`config.mk`:
```
export PLATFORM = sky130hd
export DESIGN_NAME = utf8_text_to_keystroke_sequencer_core
export DESIGN_NICKNAME = d
export VERILOG_FILES = /design/src/rtl/u8ks_pkg.sv /design/src/rtl/u8ks_front.sv /design/src/rtl/u8ks_queue.sv /design/src/rtl/u8ks_back.sv /design/src/rtl/utf8_text_to_keystroke_sequencer_core.sv
export SDC_FILE = /design/constraint.sdc
export NUM_CORES = 1
export LEC_CHECK = 0
export BUFFER_PORTS_ARGS = -buffer_cell sky130_fd_sc_hd__buf_2
export CORE_AREA = 4 4 140 142
export CTS_BUF_LIST = sky130_fd_sc_hd__clkbuf_16
export CTS_CLUSTER_SIZE = 30
export DETAILED_ROUTE_END_ITERATION = 10
export DIE_AREA = 0 0 144 146
export GPL_TIMING_DRIVEN = 0
export HOLD_SLACK_MARGIN = 0.15
export PLACE_DENSITY = 0.77
export RECOVER_POWER = 100
export SLEW_MARGIN = 0
export SYNTH_ARGS = -nofsm -noshare
export SYNTH_HDL_FRONTEND = slang
export SYNTH_SLANG_ARGS = --single-unit
```
`constraint.sdc`:
```
create_clock -name clock -period 5.4 [get_ports clock]
set_clock_uncertainty 0.15 [all_clocks]
set_input_delay 1.35 -clock clock [delete_from_list [all_inputs] [get_ports clock]]
set_output_delay 1.35 -clock clock [all_outputs]
set_load 0.02 [all_outputs]
```
`src/rtl/u8ks_pkg.sv`:
```
package u8ks_pkg;

   // code point width: four-byte forms carry 3 + 6 + 6 + 6 bits
   localparam int CP_W = 21;

   // key actions as they appear on the result channel
   typedef enum logic [2:0] {
      ACT_CHAR    = 3'd0,
      ACT_PREFIX  = 3'd1,
      ACT_HEX     = 3'd2,
      ACT_CONFIRM = 3'd3,
      ACT_RETURN  = 3'd4,
      ACT_TAB     = 3'd5
   } action_type;

   // pause classes after a key
   localparam logic [1:0] DLY_CHAR = 2'd0;
   localparam logic [1:0] DLY_LINE = 2'd1;
   localparam logic [1:0] DLY_STEP = 2'd2;

   // what a queued code point turns into
   typedef enum logic [1:0] {
      KIND_CHAR    = 2'd0,
      KIND_RETURN  = 2'd1,
      KIND_TAB     = 2'd2,
      KIND_UNICODE = 2'd3
   } kind_type;

   typedef enum logic [1:0] {
      BK_IDLE    = 2'd0,
      BK_DIGIT   = 2'd1,
      BK_CONFIRM = 2'd2
   } back_state_type;

   localparam logic [CP_W-1:0] CP_TAB      = CP_W'(9);
   localparam logic [CP_W-1:0] CP_LF       = CP_W'(10);
   localparam logic [CP_W-1:0] CP_SPACE    = CP_W'(32);
   localparam logic [CP_W-1:0] CP_TILDE    = CP_W'(126);

   typedef struct packed {
      kind_type        kind;
      logic [CP_W-1:0] code_point;
      logic [2:0]      top_nib;
      logic            last;
   } entry_type;

   // true when a code point gives at least one key action
   function automatic logic gives_keys(input logic [CP_W-1:0] cp);
      gives_keys = (cp == CP_TAB) || (cp == CP_LF) || (cp >= CP_SPACE);
   endfunction

   // announced length of a sequence from its first byte, 0 for a stray byte
   function automatic logic [2:0] lead_length(input logic [7:0] b);
      if (b[7] == 1'b0) begin
         lead_length = 3'd1;
      end else if ((b & 8'hE0) == 8'hC0) begin
         lead_length = 3'd2;
      end else if ((b & 8'hF0) == 8'hE0) begin
         lead_length = 3'd3;
      end else if ((b & 8'hF8) == 8'hF0) begin
         lead_length = 3'd4;
      end else begin
         lead_length = 3'd0;
      end
   endfunction

   function automatic logic [3:0] nibble_at(input logic [CP_W-1:0] cp, input logic [2:0] idx);
      case (idx)
         3'd0:    nibble_at = cp[3:0];
         3'd1:    nibble_at = cp[7:4];
         3'd2:    nibble_at = cp[11:8];
         3'd3:    nibble_at = cp[15:12];
         3'd4:    nibble_at = cp[19:16];
         3'd5:    nibble_at = {3'b000, cp[20]};
         default: nibble_at = 4'h0;
      endcase
   endfunction

   // index of the highest nonzero nibble, 0 when only the lowest is left
   function automatic logic [2:0] top_nibble(input logic [CP_W-1:0] cp);
      logic [2:0] idx;
      idx = 3'd0;
      for (int i = 1; i < 6; i++) begin
         if (nibble_at(cp, 3'(i)) != 4'h0) begin
            idx = 3'(i);
         end
      end
      top_nibble = idx;
   endfunction

   // lowercase hex digit
   function automatic logic [6:0] hex_char(input logic [3:0] d);
      if (d < 4'd10) begin
         hex_char = 7'h30 + {3'b000, d};
      end else begin
         hex_char = 7'h61 + {3'b000, d} - 7'd10;
      end
   endfunction

   function automatic kind_type kind_of(input logic [CP_W-1:0] cp);
      if (cp == CP_LF) begin
         kind_of = KIND_RETURN;
      end else if (cp == CP_TAB) begin
         kind_of = KIND_TAB;
      end else if (cp > CP_TILDE) begin
         kind_of = KIND_UNICODE;
      end else begin
         kind_of = KIND_CHAR;
      end
   endfunction

endpackage

```
`src/rtl/u8ks_front.sv`:
```
module u8ks_front (
   input  logic                  clock,
   input  logic                  reset,
   input  logic                  byte_valid,
   output logic                  byte_ready,
   input  logic [7:0]            text_byte,
   input  logic                  end_of_text,
   output logic                  push_valid,
   input  logic                  push_ready,
   output u8ks_pkg::entry_type   push_data
);

   localparam int NCAND = 7;

   logic [7:0]                  held_ff [3];
   logic [7:0]                  held_in [3];
   logic [1:0]                  held_cnt_ff, held_cnt_in;
   logic [2:0]                  seq_len_ff, seq_len_in;
   logic [u8ks_pkg::CP_W-1:0]   cand_ff [NCAND];
   logic [u8ks_pkg::CP_W-1:0]   cand_in [NCAND];
   logic [NCAND-1:0]            cand_vld_ff, cand_vld_in;

   logic                        accept;
   logic [2:0]                  sel;
   logic [NCAND-1:0]            rest;
   logic [u8ks_pkg::CP_W-1:0]   sel_cp;

   assign byte_ready = (cand_vld_ff == '0);
   assign accept     = byte_valid && byte_ready;

   // oldest pending code point goes out first
   always_comb begin
      sel = 3'd0;
      for (int i = NCAND - 1; i >= 0; i--) begin
         if (cand_vld_ff[i]) begin
            sel = 3'(i);
         end
      end
   end

   assign rest   = cand_vld_ff & ~(NCAND'(1) << sel);
   assign sel_cp = cand_ff[sel];

   assign push_valid           = (cand_vld_ff != '0);
   assign push_data.kind       = u8ks_pkg::kind_of(sel_cp);
   assign push_data.code_point = sel_cp;
   assign push_data.top_nib    = u8ks_pkg::top_nibble(sel_cp);
   assign push_data.last       = (rest == '0);

   always_comb begin
      logic                        brk;
      logic [2:0]                  lead_len;
      logic [u8ks_pkg::CP_W-1:0]   imm_cp;
      logic                        imm_v;
      logic [u8ks_pkg::CP_W-1:0]   seq_cp;

      held_in     = held_ff;
      held_cnt_in = held_cnt_ff;
      seq_len_in  = seq_len_ff;
      cand_in     = cand_ff;
      cand_vld_in = cand_vld_ff;
      brk         = 1'b0;
      lead_len    = 3'd0;
      imm_cp      = '0;
      imm_v       = 1'b0;
      seq_cp      = '0;

      if (push_valid && push_ready) begin
         cand_vld_in = rest;
      end

      if (accept) begin
         brk      = (held_cnt_ff != 2'd0) && (text_byte[7:6] != 2'b10);
         lead_len = u8ks_pkg::lead_length(text_byte);

         // broken sequence: held bytes go out one by one
         for (int i = 0; i < 3; i++) begin
            cand_in[i]     = u8ks_pkg::CP_W'(held_ff[i]);
            cand_vld_in[i] = brk && (2'(i) < held_cnt_ff) &&
                             u8ks_pkg::gives_keys(u8ks_pkg::CP_W'(held_ff[i]));
         end

         case (seq_len_ff)
            3'd2:    seq_cp = {10'd0, held_ff[0][4:0], text_byte[5:0]};
            3'd3:    seq_cp = {5'd0, held_ff[0][3:0], held_ff[1][5:0], text_byte[5:0]};
            default: seq_cp = {held_ff[0][2:0], held_ff[1][5:0], held_ff[2][5:0],
                               text_byte[5:0]};
         endcase

         if ((held_cnt_ff == 2'd0) || brk) begin
            if (lead_len <= 3'd1) begin
               imm_cp      = u8ks_pkg::CP_W'(text_byte);
               imm_v       = 1'b1;
               held_cnt_in = 2'd0;
               seq_len_in  = 3'd0;
            end else begin
               held_in[0]  = text_byte;
               held_cnt_in = 2'd1;
               seq_len_in  = lead_len;
            end
         end else if (({1'b0, held_cnt_ff} + 3'd1) >= seq_len_ff) begin
            imm_cp      = seq_cp;
            imm_v       = 1'b1;
            held_cnt_in = 2'd0;
            seq_len_in  = 3'd0;
         end else begin
            held_in[held_cnt_ff] = text_byte;
            held_cnt_in          = held_cnt_ff + 2'd1;
         end

         cand_in[3]     = imm_cp;
         cand_vld_in[3] = imm_v && u8ks_pkg::gives_keys(imm_cp);

         // end of text flushes whatever is still held
         for (int i = 0; i < 3; i++) begin
            cand_in[4 + i]     = u8ks_pkg::CP_W'(held_in[i]);
            cand_vld_in[4 + i] = end_of_text && (2'(i) < held_cnt_in) &&
                                 u8ks_pkg::gives_keys(u8ks_pkg::CP_W'(held_in[i]));
         end

         if (end_of_text) begin
            held_cnt_in = 2'd0;
            seq_len_in  = 3'd0;
         end
      end
   end

   always_ff @(posedge clock) begin
      if (reset) begin
         held_cnt_ff <= 2'd0;
         seq_len_ff  <= 3'd0;
         cand_vld_ff <= '0;
      end else begin
         held_cnt_ff <= held_cnt_in;
         seq_len_ff  <= seq_len_in;
         cand_vld_ff <= cand_vld_in;
      end
   end

   always_ff @(posedge clock) begin
      held_ff <= held_in;
      cand_ff <= cand_in;
   end

endmodule

```
`src/rtl/u8ks_queue.sv`:
```
module u8ks_queue #(
   parameter int DEPTH = 4
) (
   input  logic                  clock,
   input  logic                  reset,
   input  logic                  push_valid,
   output logic                  push_ready,
   input  u8ks_pkg::entry_type   push_data,
   output logic                  pop_valid,
   input  logic                  pop_ready,
   output u8ks_pkg::entry_type   pop_data
);

   localparam int PTR_W = (DEPTH > 1) ? $clog2(DEPTH) : 1;
   localparam int CNT_W = $clog2(DEPTH + 1);

   u8ks_pkg::entry_type   slot_ff [DEPTH];
   logic [PTR_W-1:0]      wr_ptr_ff, wr_ptr_in;
   logic [PTR_W-1:0]      rd_ptr_ff, rd_ptr_in;
   logic [CNT_W-1:0]      count_ff, count_in;
   logic                  do_push, do_pop;

   assign push_ready = (count_ff != CNT_W'(DEPTH));
   assign pop_valid  = (count_ff != '0);
   assign pop_data   = slot_ff[rd_ptr_ff];
   assign do_push    = push_valid && push_ready;
   assign do_pop     = pop_valid && pop_ready;

   always_comb begin
      wr_ptr_in = wr_ptr_ff;
      rd_ptr_in = rd_ptr_ff;
      count_in  = count_ff;
      if (do_push) begin
         wr_ptr_in = (wr_ptr_ff == PTR_W'(DEPTH - 1)) ? '0 : wr_ptr_ff + PTR_W'(1);
      end
      if (do_pop) begin
         rd_ptr_in = (rd_ptr_ff == PTR_W'(DEPTH - 1)) ? '0 : rd_ptr_ff + PTR_W'(1);
      end
      if (do_push && !do_pop) begin
         count_in = count_ff + CNT_W'(1);
      end else if (do_pop && !do_push) begin
         count_in = count_ff - CNT_W'(1);
      end
   end

   always_ff @(posedge clock) begin
      if (reset) begin
         wr_ptr_ff <= '0;
         rd_ptr_ff <= '0;
         count_ff  <= '0;
      end else begin
         wr_ptr_ff <= wr_ptr_in;
         rd_ptr_ff <= rd_ptr_in;
         count_ff  <= count_in;
      end
   end

   always_ff @(posedge clock) begin
      if (do_push) begin
         slot_ff[wr_ptr_ff] <= push_data;
      end
   end

endmodule

```
`src/rtl/u8ks_back.sv`:
```
module u8ks_back (
   input  logic                  clock,
   input  logic                  reset,
   input  logic                  pop_valid,
   output logic                  pop_ready,
   input  u8ks_pkg::entry_type   pop_data,
   output logic                  out_valid,
   input  logic                  out_ready,
   output u8ks_pkg::action_type  out_action,
   output logic [6:0]            out_char,
   output logic [1:0]            out_delay,
   output logic                  out_last
);

   u8ks_pkg::back_state_type    state_ff, state_in;
   logic [u8ks_pkg::CP_W-1:0]   cur_cp_ff, cur_cp_in;
   logic                        cur_last_ff, cur_last_in;
   logic [2:0]                  nib_ff, nib_in;

   logic                        out_valid_ff, out_valid_in;
   u8ks_pkg::action_type        out_action_ff, out_action_in;
   logic [6:0]                  out_char_ff, out_char_in;
   logic [1:0]                  out_delay_ff, out_delay_in;
   logic                        out_last_ff, out_last_in;

   logic                        adv;
   logic                        emit;

   assign adv = !out_valid_ff || out_ready;

   // next state
   always_comb begin
      state_in = state_ff;
      case (state_ff)
         u8ks_pkg::BK_IDLE: begin
            if (adv && pop_valid && (pop_data.kind == u8ks_pkg::KIND_UNICODE)) begin
               state_in = u8ks_pkg::BK_DIGIT;
            end
         end
         u8ks_pkg::BK_DIGIT: begin
            if (adv && (nib_ff == 3'd0)) begin
               state_in = u8ks_pkg::BK_CONFIRM;
            end
         end
         u8ks_pkg::BK_CONFIRM: begin
            if (adv) begin
               state_in = u8ks_pkg::BK_IDLE;
            end
         end
         default: state_in = u8ks_pkg::BK_IDLE;
      endcase
   end

   // outputs of the sequencer
   always_comb begin
      pop_ready     = 1'b0;
      emit          = 1'b0;
      cur_cp_in     = cur_cp_ff;
      cur_last_in   = cur_last_ff;
      nib_in        = nib_ff;
      out_action_in = out_action_ff;
      out_char_in   = out_char_ff;
      out_delay_in  = out_delay_ff;
      out_last_in   = out_last_ff;
      case (state_ff)
         u8ks_pkg::BK_IDLE: begin
            pop_ready = adv;
            if (adv && pop_valid) begin
               emit         = 1'b1;
               out_char_in  = 7'd0;
               out_delay_in = u8ks_pkg::DLY_CHAR;
               out_last_in  = pop_data.last;
               case (pop_data.kind)
                  u8ks_pkg::KIND_CHAR: begin
                     out_action_in = u8ks_pkg::ACT_CHAR;
                     out_char_in   = pop_data.code_point[6:0];
                  end
                  u8ks_pkg::KIND_RETURN: begin
                     out_action_in = u8ks_pkg::ACT_RETURN;
                     out_delay_in  = u8ks_pkg::DLY_LINE;
                  end
                  u8ks_pkg::KIND_TAB: begin
                     out_action_in = u8ks_pkg::ACT_TAB;
                  end
                  default: begin
                     out_action_in = u8ks_pkg::ACT_PREFIX;
                     out_delay_in  = u8ks_pkg::DLY_STEP;
                     out_last_in   = 1'b0;
                     cur_cp_in     = pop_data.code_point;
                     cur_last_in   = pop_data.last;
                     nib_in        = pop_data.top_nib;
                  end
               endcase
            end
         end
         u8ks_pkg::BK_DIGIT: begin
            if (adv) begin
               emit          = 1'b1;
               out_action_in = u8ks_pkg::ACT_HEX;
               out_char_in   = u8ks_pkg::hex_char(u8ks_pkg::nibble_at(cur_cp_ff, nib_ff));
               out_delay_in  = u8ks_pkg::DLY_STEP;
               out_last_in   = 1'b0;
               if (nib_ff != 3'd0) begin
                  nib_in = nib_ff - 3'd1;
               end
            end
         end
         u8ks_pkg::BK_CONFIRM: begin
            if (adv) begin
               emit          = 1'b1;
               out_action_in = u8ks_pkg::ACT_CONFIRM;
               out_char_in   = 7'd0;
               out_delay_in  = u8ks_pkg::DLY_CHAR;
               out_last_in   = cur_last_ff;
            end
         end
         default: begin
            pop_ready = 1'b0;
         end
      endcase
   end

   assign out_valid_in = emit || (out_valid_ff && !out_ready);

   always_ff @(posedge clock) begin
      if (reset) begin
         state_ff     <= u8ks_pkg::BK_IDLE;
         out_valid_ff <= 1'b0;
      end else begin
         state_ff     <= state_in;
         out_valid_ff <= out_valid_in;
      end
   end

   always_ff @(posedge clock) begin
      cur_cp_ff     <= cur_cp_in;
      cur_last_ff   <= cur_last_in;
      nib_ff        <= nib_in;
      out_action_ff <= out_action_in;
      out_char_ff   <= out_char_in;
      out_delay_ff  <= out_delay_in;
      out_last_ff   <= out_last_in;
   end

   assign out_valid  = out_valid_ff;
   assign out_action = out_action_ff;
   assign out_char   = out_char_ff;
   assign out_delay  = out_delay_ff;
   assign out_last   = out_last_ff;

`ifndef SYNTHESIS
   a_digit_range: assert property (@(posedge clock) disable iff (reset)
      (state_ff == u8ks_pkg::BK_DIGIT) |-> (nib_ff <= 3'd5))
      else $error("digit index out of range");

   a_no_last_mid_chord: assert property (@(posedge clock) disable iff (reset)
      (out_valid_ff && ((out_action_ff == u8ks_pkg::ACT_PREFIX) ||
                        (out_action_ff == u8ks_pkg::ACT_HEX))) |-> !out_last_ff)
      else $error("run closed inside a unicode entry");

   a_pop_only_idle: assert property (@(posedge clock) disable iff (reset)
      pop_ready |-> (state_ff == u8ks_pkg::BK_IDLE))
      else $error("queue popped while expanding");

   a_prefix_then_digits: assert property (@(posedge clock) disable iff (reset)
      (out_valid_ff && (out_action_ff == u8ks_pkg::ACT_PREFIX)) |->
      (state_ff == u8ks_pkg::BK_DIGIT))
      else $error("prefix not followed by digits");
`endif

endmodule

```
`src/rtl/utf8_text_to_keystroke_sequencer_core.sv`:
```
// first key action of a byte reaches rsp_ through the front candidate registers, queue and back end output register
// throughput: one key action per cycle from the back end while rsp_tready holds, up to sixteen per byte;
//   the front takes a new byte once all code points of the previous one are queued,
//   so the back end expansion sets the sustained rate
// reset: synchronous, active high; clears decoder state, queue and output register
module utf8_text_to_keystroke_sequencer_core #(
   parameter int QUEUE_DEPTH = 4
) (
   input  logic        clock,
   input  logic        reset,
   // byte input channel
   input  logic        req_tvalid,
   output logic        req_tready,
   input  logic [7:0]  req_tdata,    // [7:0] text_byte
   input  logic        req_tlast,    // end_of_text
   // key action channel
   output logic        rsp_tvalid,
   input  logic        rsp_tready,
   output logic [15:0] rsp_tdata,    // [2:0] action, [9:3] key_char, [11:10] delay_class, zeros
   output logic        rsp_tlast     // last_of_run
);

   // front end: utf-8 decoder, turns each byte transfer into up to four code points
   // (broken sequence, the byte itself, end-of-text flush), dropping silent controls
   u8ks_pkg::entry_type   push_data;
   logic                  push_valid;
   logic                  push_ready;

   // queue output toward the key expander
   u8ks_pkg::entry_type   pop_data;
   logic                  pop_valid;
   logic                  pop_ready;

   // back end result fields
   u8ks_pkg::action_type  out_action;
   logic [6:0]            out_char;
   logic [1:0]            out_delay;

   u8ks_front u_front (
      .clock       (clock),
      .reset       (reset),
      .byte_valid  (req_tvalid),
      .byte_ready  (req_tready),
      .text_byte   (req_tdata),
      .end_of_text (req_tlast),
      .push_valid  (push_valid),
      .push_ready  (push_ready),
      .push_data   (push_data)
   );

   // short queue lets the decoder run ahead of the key expansion
   u8ks_queue #(
      .DEPTH (QUEUE_DEPTH)
   ) u_queue (
      .clock      (clock),
      .reset      (reset),
      .push_valid (push_valid),
      .push_ready (push_ready),
      .push_data  (push_data),
      .pop_valid  (pop_valid),
      .pop_ready  (pop_ready),
      .pop_data   (pop_data)
   );

   // back end: one key action per cycle while rsp_tready holds; unicode points become prefix, hex digits
   // from the top nonzero nibble down, then confirm
   u8ks_back u_back (
      .clock      (clock),
      .reset      (reset),
      .pop_valid  (pop_valid),
      .pop_ready  (pop_ready),
      .pop_data   (pop_data),
      .out_valid  (rsp_tvalid),
      .out_ready  (rsp_tready),
      .out_action (out_action),
      .out_char   (out_char),
      .out_delay  (out_delay),
      .out_last   (rsp_tlast)
   );

   // pack the result fields, lowest field first, padded to two bytes
   assign rsp_tdata = {4'b0000, out_delay, out_char, out_action};

endmodule
```
# Yosys cells after proc, flatten, opt, wreduce, memory -nomap -nowiden
# Memories as Yosys holds them, arrays and structs flattened. A register that Yosys moved wholly into a read port is not among the register bits.
# Index checks and enable logic that the tools add are counted.
[classes] bitwise_logic=5 order_cmp=20 muxes=96 add_sub_neg=10 eq_ne=42 reduce_logical=72 shifts=1
[ops] operator="$mux W21" count=5
[ops] operator="$eq A8 B4 Y1 const B" count=12
[ops] operator="$eq A21 B4 Y1 const B" count=4
[ops] operator="$mux W3" count=27
[ops] operator="$bmux W21 S3" count=1
[ops] operator="$mux W7" count=7
[ops] operator="$ge A8 B6 Y1 const B" count=6
[ops] operator="$pmux W21 S2" count=1
[ops] operator="$mux W8" count=5
[ops] operator="$mux W2" count=18
[ops] operator="$mux W16" count=2
[ops] operator="$bwmux W24" count=1
[ops] operator="$logic_and A1 B1 Y1" count=24
[ops] operator="$mux W24" count=1
[ops] operator="$pmux W4 S6" count=1
[ops] operator="$ge A21 B6 Y1 const B" count=1
[ops] operator="$gt A21 B7 Y1 const B" count=1
[ops] operator="$pmux W7 S3" count=1
[ops] operator="$pmux W3 S3" count=2
[ops] operator="$logic_or A1 B1 Y1" count=17
[ops] operator="$demux W8 S2" count=1
[ops] operator="$reduce_bool A4 Y1" count=4
[ops] operator="$mux W1" count=15
[ops] operator="$logic_not A7 Y1" count=2
[ops] operator="49 further kinds" count=87
[totals] in_bits=13 memories=1 ramBits=108 wordCells=269 reg_bits=129 out_inout_bits=19
[memory_table] memory="u_queue.slot_ff" words=4 width=27 rd=1 rd_ports_with_merged_regs=1 write_ports=1 line="u8ks_queue.sv:17" rtl="u8ks_pkg::entry_type slot_ff [DEPTH];"

# Depth between registers and ports, before layout
[depth] ltp_word=17 mapped_depth=12 mapped_depth_nobuf=11

# By module
# A second synthesis with hierarchy kept.
[unflattened] hier_cells=784 hier_area_um2=11115.7
[by_module_without_submodules] module="u8ks_front" instances=1 seq_area_each_um2=2312.2 area_each_um2=4714.5 cells_per_inst=435
[by_module_without_submodules] module="u8ks_queue" instances=1 seq_area_each_um2=3423.3 area_each_um2=4369.2 cells_per_inst=189
[by_module_without_submodules] module="u8ks_back" instances=1 seq_area_each_um2=1201.2 area_each_um2=1998.2 cells_per_inst=155
[by_module_without_submodules] module="utf8_text_to_keystroke_sequencer_core" instances=1 seq_area_each_um2=0.0 area_each_um2=33.8 cells_per_inst=5

# Worst setup path after synthesis
# No wires, ideal clock.
[synth_path] path_kind="input port to flip-flop" startpoint="in req_tvalid" endpoint="reg u_front.seq_len_ff[0]" setup_time_ns=0.128 arrival_time_ns=3.543 n_path_buf=0 required_ns=5.122 stages=5 path_slack_ns=1.579 path_cell_list="nand2_1 -> inv_1 -> o21ai_1 -> mux2i_1 -> nor2_1"
[synth_between] elab_chain_cells=2
[synth_rtl] element="from (decl)" line="utf8_text_to_keystroke_sequencer_core.sv:12" rtl="input logic req_tvalid,"
[synth_rtl] element="$logic_and A1 B1 Y1" line="u8ks_front.sv:29" rtl="assign accept = byte_valid && byte_ready;"
[synth_rtl] element="net u_front.accept" line="u8ks_front.sv:23" rtl="logic accept;"
[synth_rtl] element="$reduce_and A2 Y1 (no line)"
[synth_rtl] element="to (signal assigned)" line="u8ks_front.sv:135" rtl="seq_len_ff <= seq_len_in;"
[synth_rtl] element="to (decl)" line="u8ks_front.sv:18" rtl="logic [2:0] seq_len_ff, seq_len_in;"
# The timed path passes the listed nets, and every way through them passes these cells.
# A chain may end at the register's enable or synchronous reset.

==> flow_summary.ini <==
[power_and_ir_drop]
ir_drop_uv = 219
powerDensity_nw_per_um2 = 447
p_leak_nw = 4.01
power_w = 0.00535

[drt]
avgRoutedWirePerCell_um = 21.9
ant_nets = 0
drc_errors = 0
vias = 6593
dr.pass1.iters = 6
drt-total-wl_mm = 23.1
via_per_inst = 6.26
drt_iter0_drc = 754

[cells_and_area]
layout.nets = 846
filler_cell_count = 1294
insertedDiodeCount = 0
post_route_cells_drive_above_1_share = 0.140
area_growth_pct = 10.5
stdcell_area_sq_um = 12000

[synthesis]
synth_top_area_frac = 0.596
netlist_area_sq_um = 10800
async_flop_share = 0
synthTopCellsByCount = edfxtp_1, nand2_1, nor2_1, a21oi_1, ha_1
synth_most_common_cell = edfxtp_1
ys_seq_area_frac = 0.641
ys_seq_elements = 239
syn_avg_cell_area_sq_um = 14.5
netlist_top_cells_area = edfxtp_1, mux4_2, dfxtp_1
synth-edff-count = 215
synth_cell_types = 81
yosys_warnings = 0
yosysTopAreaCell = edfxtp_1
synth_cells = 747
synth_flop_cell = edfxtp_1

[critical_path]
crit_path_start_kind = register
slowest_delay_ns = 1.42
startpoint = u_front.cand_vld_ff[1]
r2r_start = u_front.cand_vld_ff[1]
critPathBufInv = 2
critical_path_required_ns = 5.50
crit_path_end_kind = register
crit_fanout = 10
cp_top_family = simple AND/OR/NAND/NOR gates
r2r_setup_slack_ns = 1.24
arrival_ns = 4.26
cpMostUsedCell = clkbuf_1
crit_chain = clkbuf_1 -> nor4_1 -> clkbuf_1 -> a221oi_1 -> a32oi_1 -> nand3b_1 -> o31ai_1
slowest_stage = nor4_1
crit_type = register to register

[timing]
slew_headroom = -0.352
fin_crit_ns = 4.16
fmax_ghz = 0.241
rsz0062_at_grt = no
finalHoldViolCount = 0
setup_viol = 0
tightest_slew_ns = 2.03
drv_slew = 134
fin_crit_sh = 0.770
tns_ns = 0

[placement]
place_area_sq_um = 11300
hpwl_mm = 16.0
gp_congestion = 0.874
port_buffers = 25

[run_status]
status = finished with violations
violations = capacitance limit, slew limit

[floorplan]
io_pins = 32
core_sq_um = 18500
die_w_um = 144
rows = 50
die_area_sq_um = 21000
die_h_um = 146
start_util = 0.587

[clock_network]
numCtsBuffers = 24
cts_tree = done
post_cts_resized = 0
htree_levels = 1
clk_pin_slew_ns = 0.06
cts_root_buf = clkbuf_16
postCtsHoldBufs = 0
clkSinkCount = 239
post_cts_buffers = 0
clockBufferDepth = 3
clock_latency_ns = 0.51

[global_route]
grt_pass1_wl_mm = 37.0
grt_max_degree = 49
antenna_found_initial = 0
gr-usage-all-layers = 0.221
grt_pass1_vias = 6923
grt_overflow = 0

[worst_hold_path]
hold_path_class = register to register
hp-start = u_front.held_ff[16]

[run]
maxCapViolations = 6
registers in the layout, summed over array words and instances (netlist names), named ones only:
| name | cells |
|---|---|
| u_back.out_valid | 1 |
| u_back.state_ff | 2 |
| u_front.held_cnt_ff | 2 |
| u_back.out_last | 1 |
| u_back.cur_last_ff | 1 |
| u_back.nib_ff | 3 |
| u_front.cand_vld_ff | 7 |
| u_front.cand_ff | 45 |
| u_queue.rd_ptr_ff | 2 |
| u_queue.count_ff | 3 |
| u_back.out_delay | 2 |
| u_queue.wr_ptr_ff | 2 |
| u_back.out_char | 7 |
| u_queue.slot_ff | 108 |
| u_back.cur_cp_ff | 21 |
| u_back.out_action | 3 |
| u_front.held_ff | 24 |
| u_front.seq_len_ff | 3 |
worst reg2reg max path, stage by stage (launching register included):
cell	delay (ns)
dfxtp_1	0.32
clkbuf_1	0.26
nor4_1	1.42
clkbuf_1	0.39
a221oi_1	0.15
a32oi_1	0.54
nand3b_1	0.22
o31ai_1	0.45
per-layer routing:
layer | up-vias | share of wire | GRT usage
met5 | - | 0 | 0
met4 | 0 | 0.032 | 0.0767
met3 | 58 | 0.056 | 0.0309
met2 | 274 | 0.51 | 0.379
met1 | 3275 | 0.40 | 0.290
li1 | 2986 | - | -
path summary, 6_finish.rpt:
check | depth (start not counted) | endpoint
worst max-delay path | 7 | u_queue.slot_ff[3][25]
worst min-delay path | 0 | u_front.cand_ff[126]
worst max register to register | 7 | u_queue.slot_ff[3][25]
worst min register to register | 0 | u_front.cand_ff[126]
cell usage in the layout, fill, tap and decap left out, types with 5 or more instances in the layout:
cell type / n
a211oi_1: 5
a21o_1: 5
a21oi_1: 29
a221oi_1: 11
a22oi_1: 5
a32oi_1: 6
and2_0: 19
and3_1: 14
buf_2: 9
clkbuf_1: 43
clkbuf_16: 25
dfxtp_1: 24
edfxtp_1: 215
ha_1: 29
inv_1: 28
mux2_2: 17
mux2i_1: 10
mux4_2: 27
nand2_1: 57
nand2b_1: 10
nand3_1: 13
nor2_1: 43
nor2b_1: 5
nor3_1: 16
nor4_1: 7
o21a_1: 5
o21ai_0: 24
xnor2_1: 6
cell type report:
type	count	area, sq um	area share
clock inverters	17	189	0.0158
flip-flops and latches	239	6940	0.580
repair buffers	27	129	0.0108
multi-input cells	446	3470	0.290
inverters	26	97.6	0.00816
well taps	234	293	0.0245
clock buffers	25	626	0.0523
plain buffers	39	223	0.0186
where the power goes:
| group | internal (W) | switching [W] | total, W |
|---|---|---|---|
| clock | 0.00103 | 0.000673 | 0.00170 |
| sequential | 0.00237 | 0.000106 | 0.00247 |
| combinational | 0.000432 | 0.000740 | 0.00117 |
| total | 0.00383 | 0.00152 | 0.00535 |
kinds of logic (layout without fill, tap and decap cells):
| kind of cell | count (synthesis) | count (layout) | synth area share |
|---|---|---|---|
| AOI/OAI and AO/OA | 135 | 135 | 0.0945 |
| xor gates and xnor gates | 10 | 10 | 0.00809 |
| adders and majority gates | 31 | 31 | 0.0363 |
| buffers and inverters | 65 | 134 | 0.0325 |
| DFF | 239 | 239 | 0.641 |
| muxes | 55 | 55 | 0.0841 |
| other | 1 | 4 | 0.000346 |
| and+or+nand+nor | 211 | 211 | 0.104 |
stage by stage:
step | hold slack [ns] | utilization | setup WS, ns | cells
5_1_grt | 0.309 | 0.648 | 0.968 | 1053
6_report | 0.315 | 0.648 | 1.24 | 1053
3_5_place_dp | 0.292 | 0.612 | 1.61 | 1011
4_1_cts | 0.308 | 0.656 | 2.06 | 1053
3_3_place_gp | 0.282 | 0.610 | 0.854 | 1009
2_1_floorplan | 0.274 | - | 1.58 | 750
(Power assumes the default switching activity.)
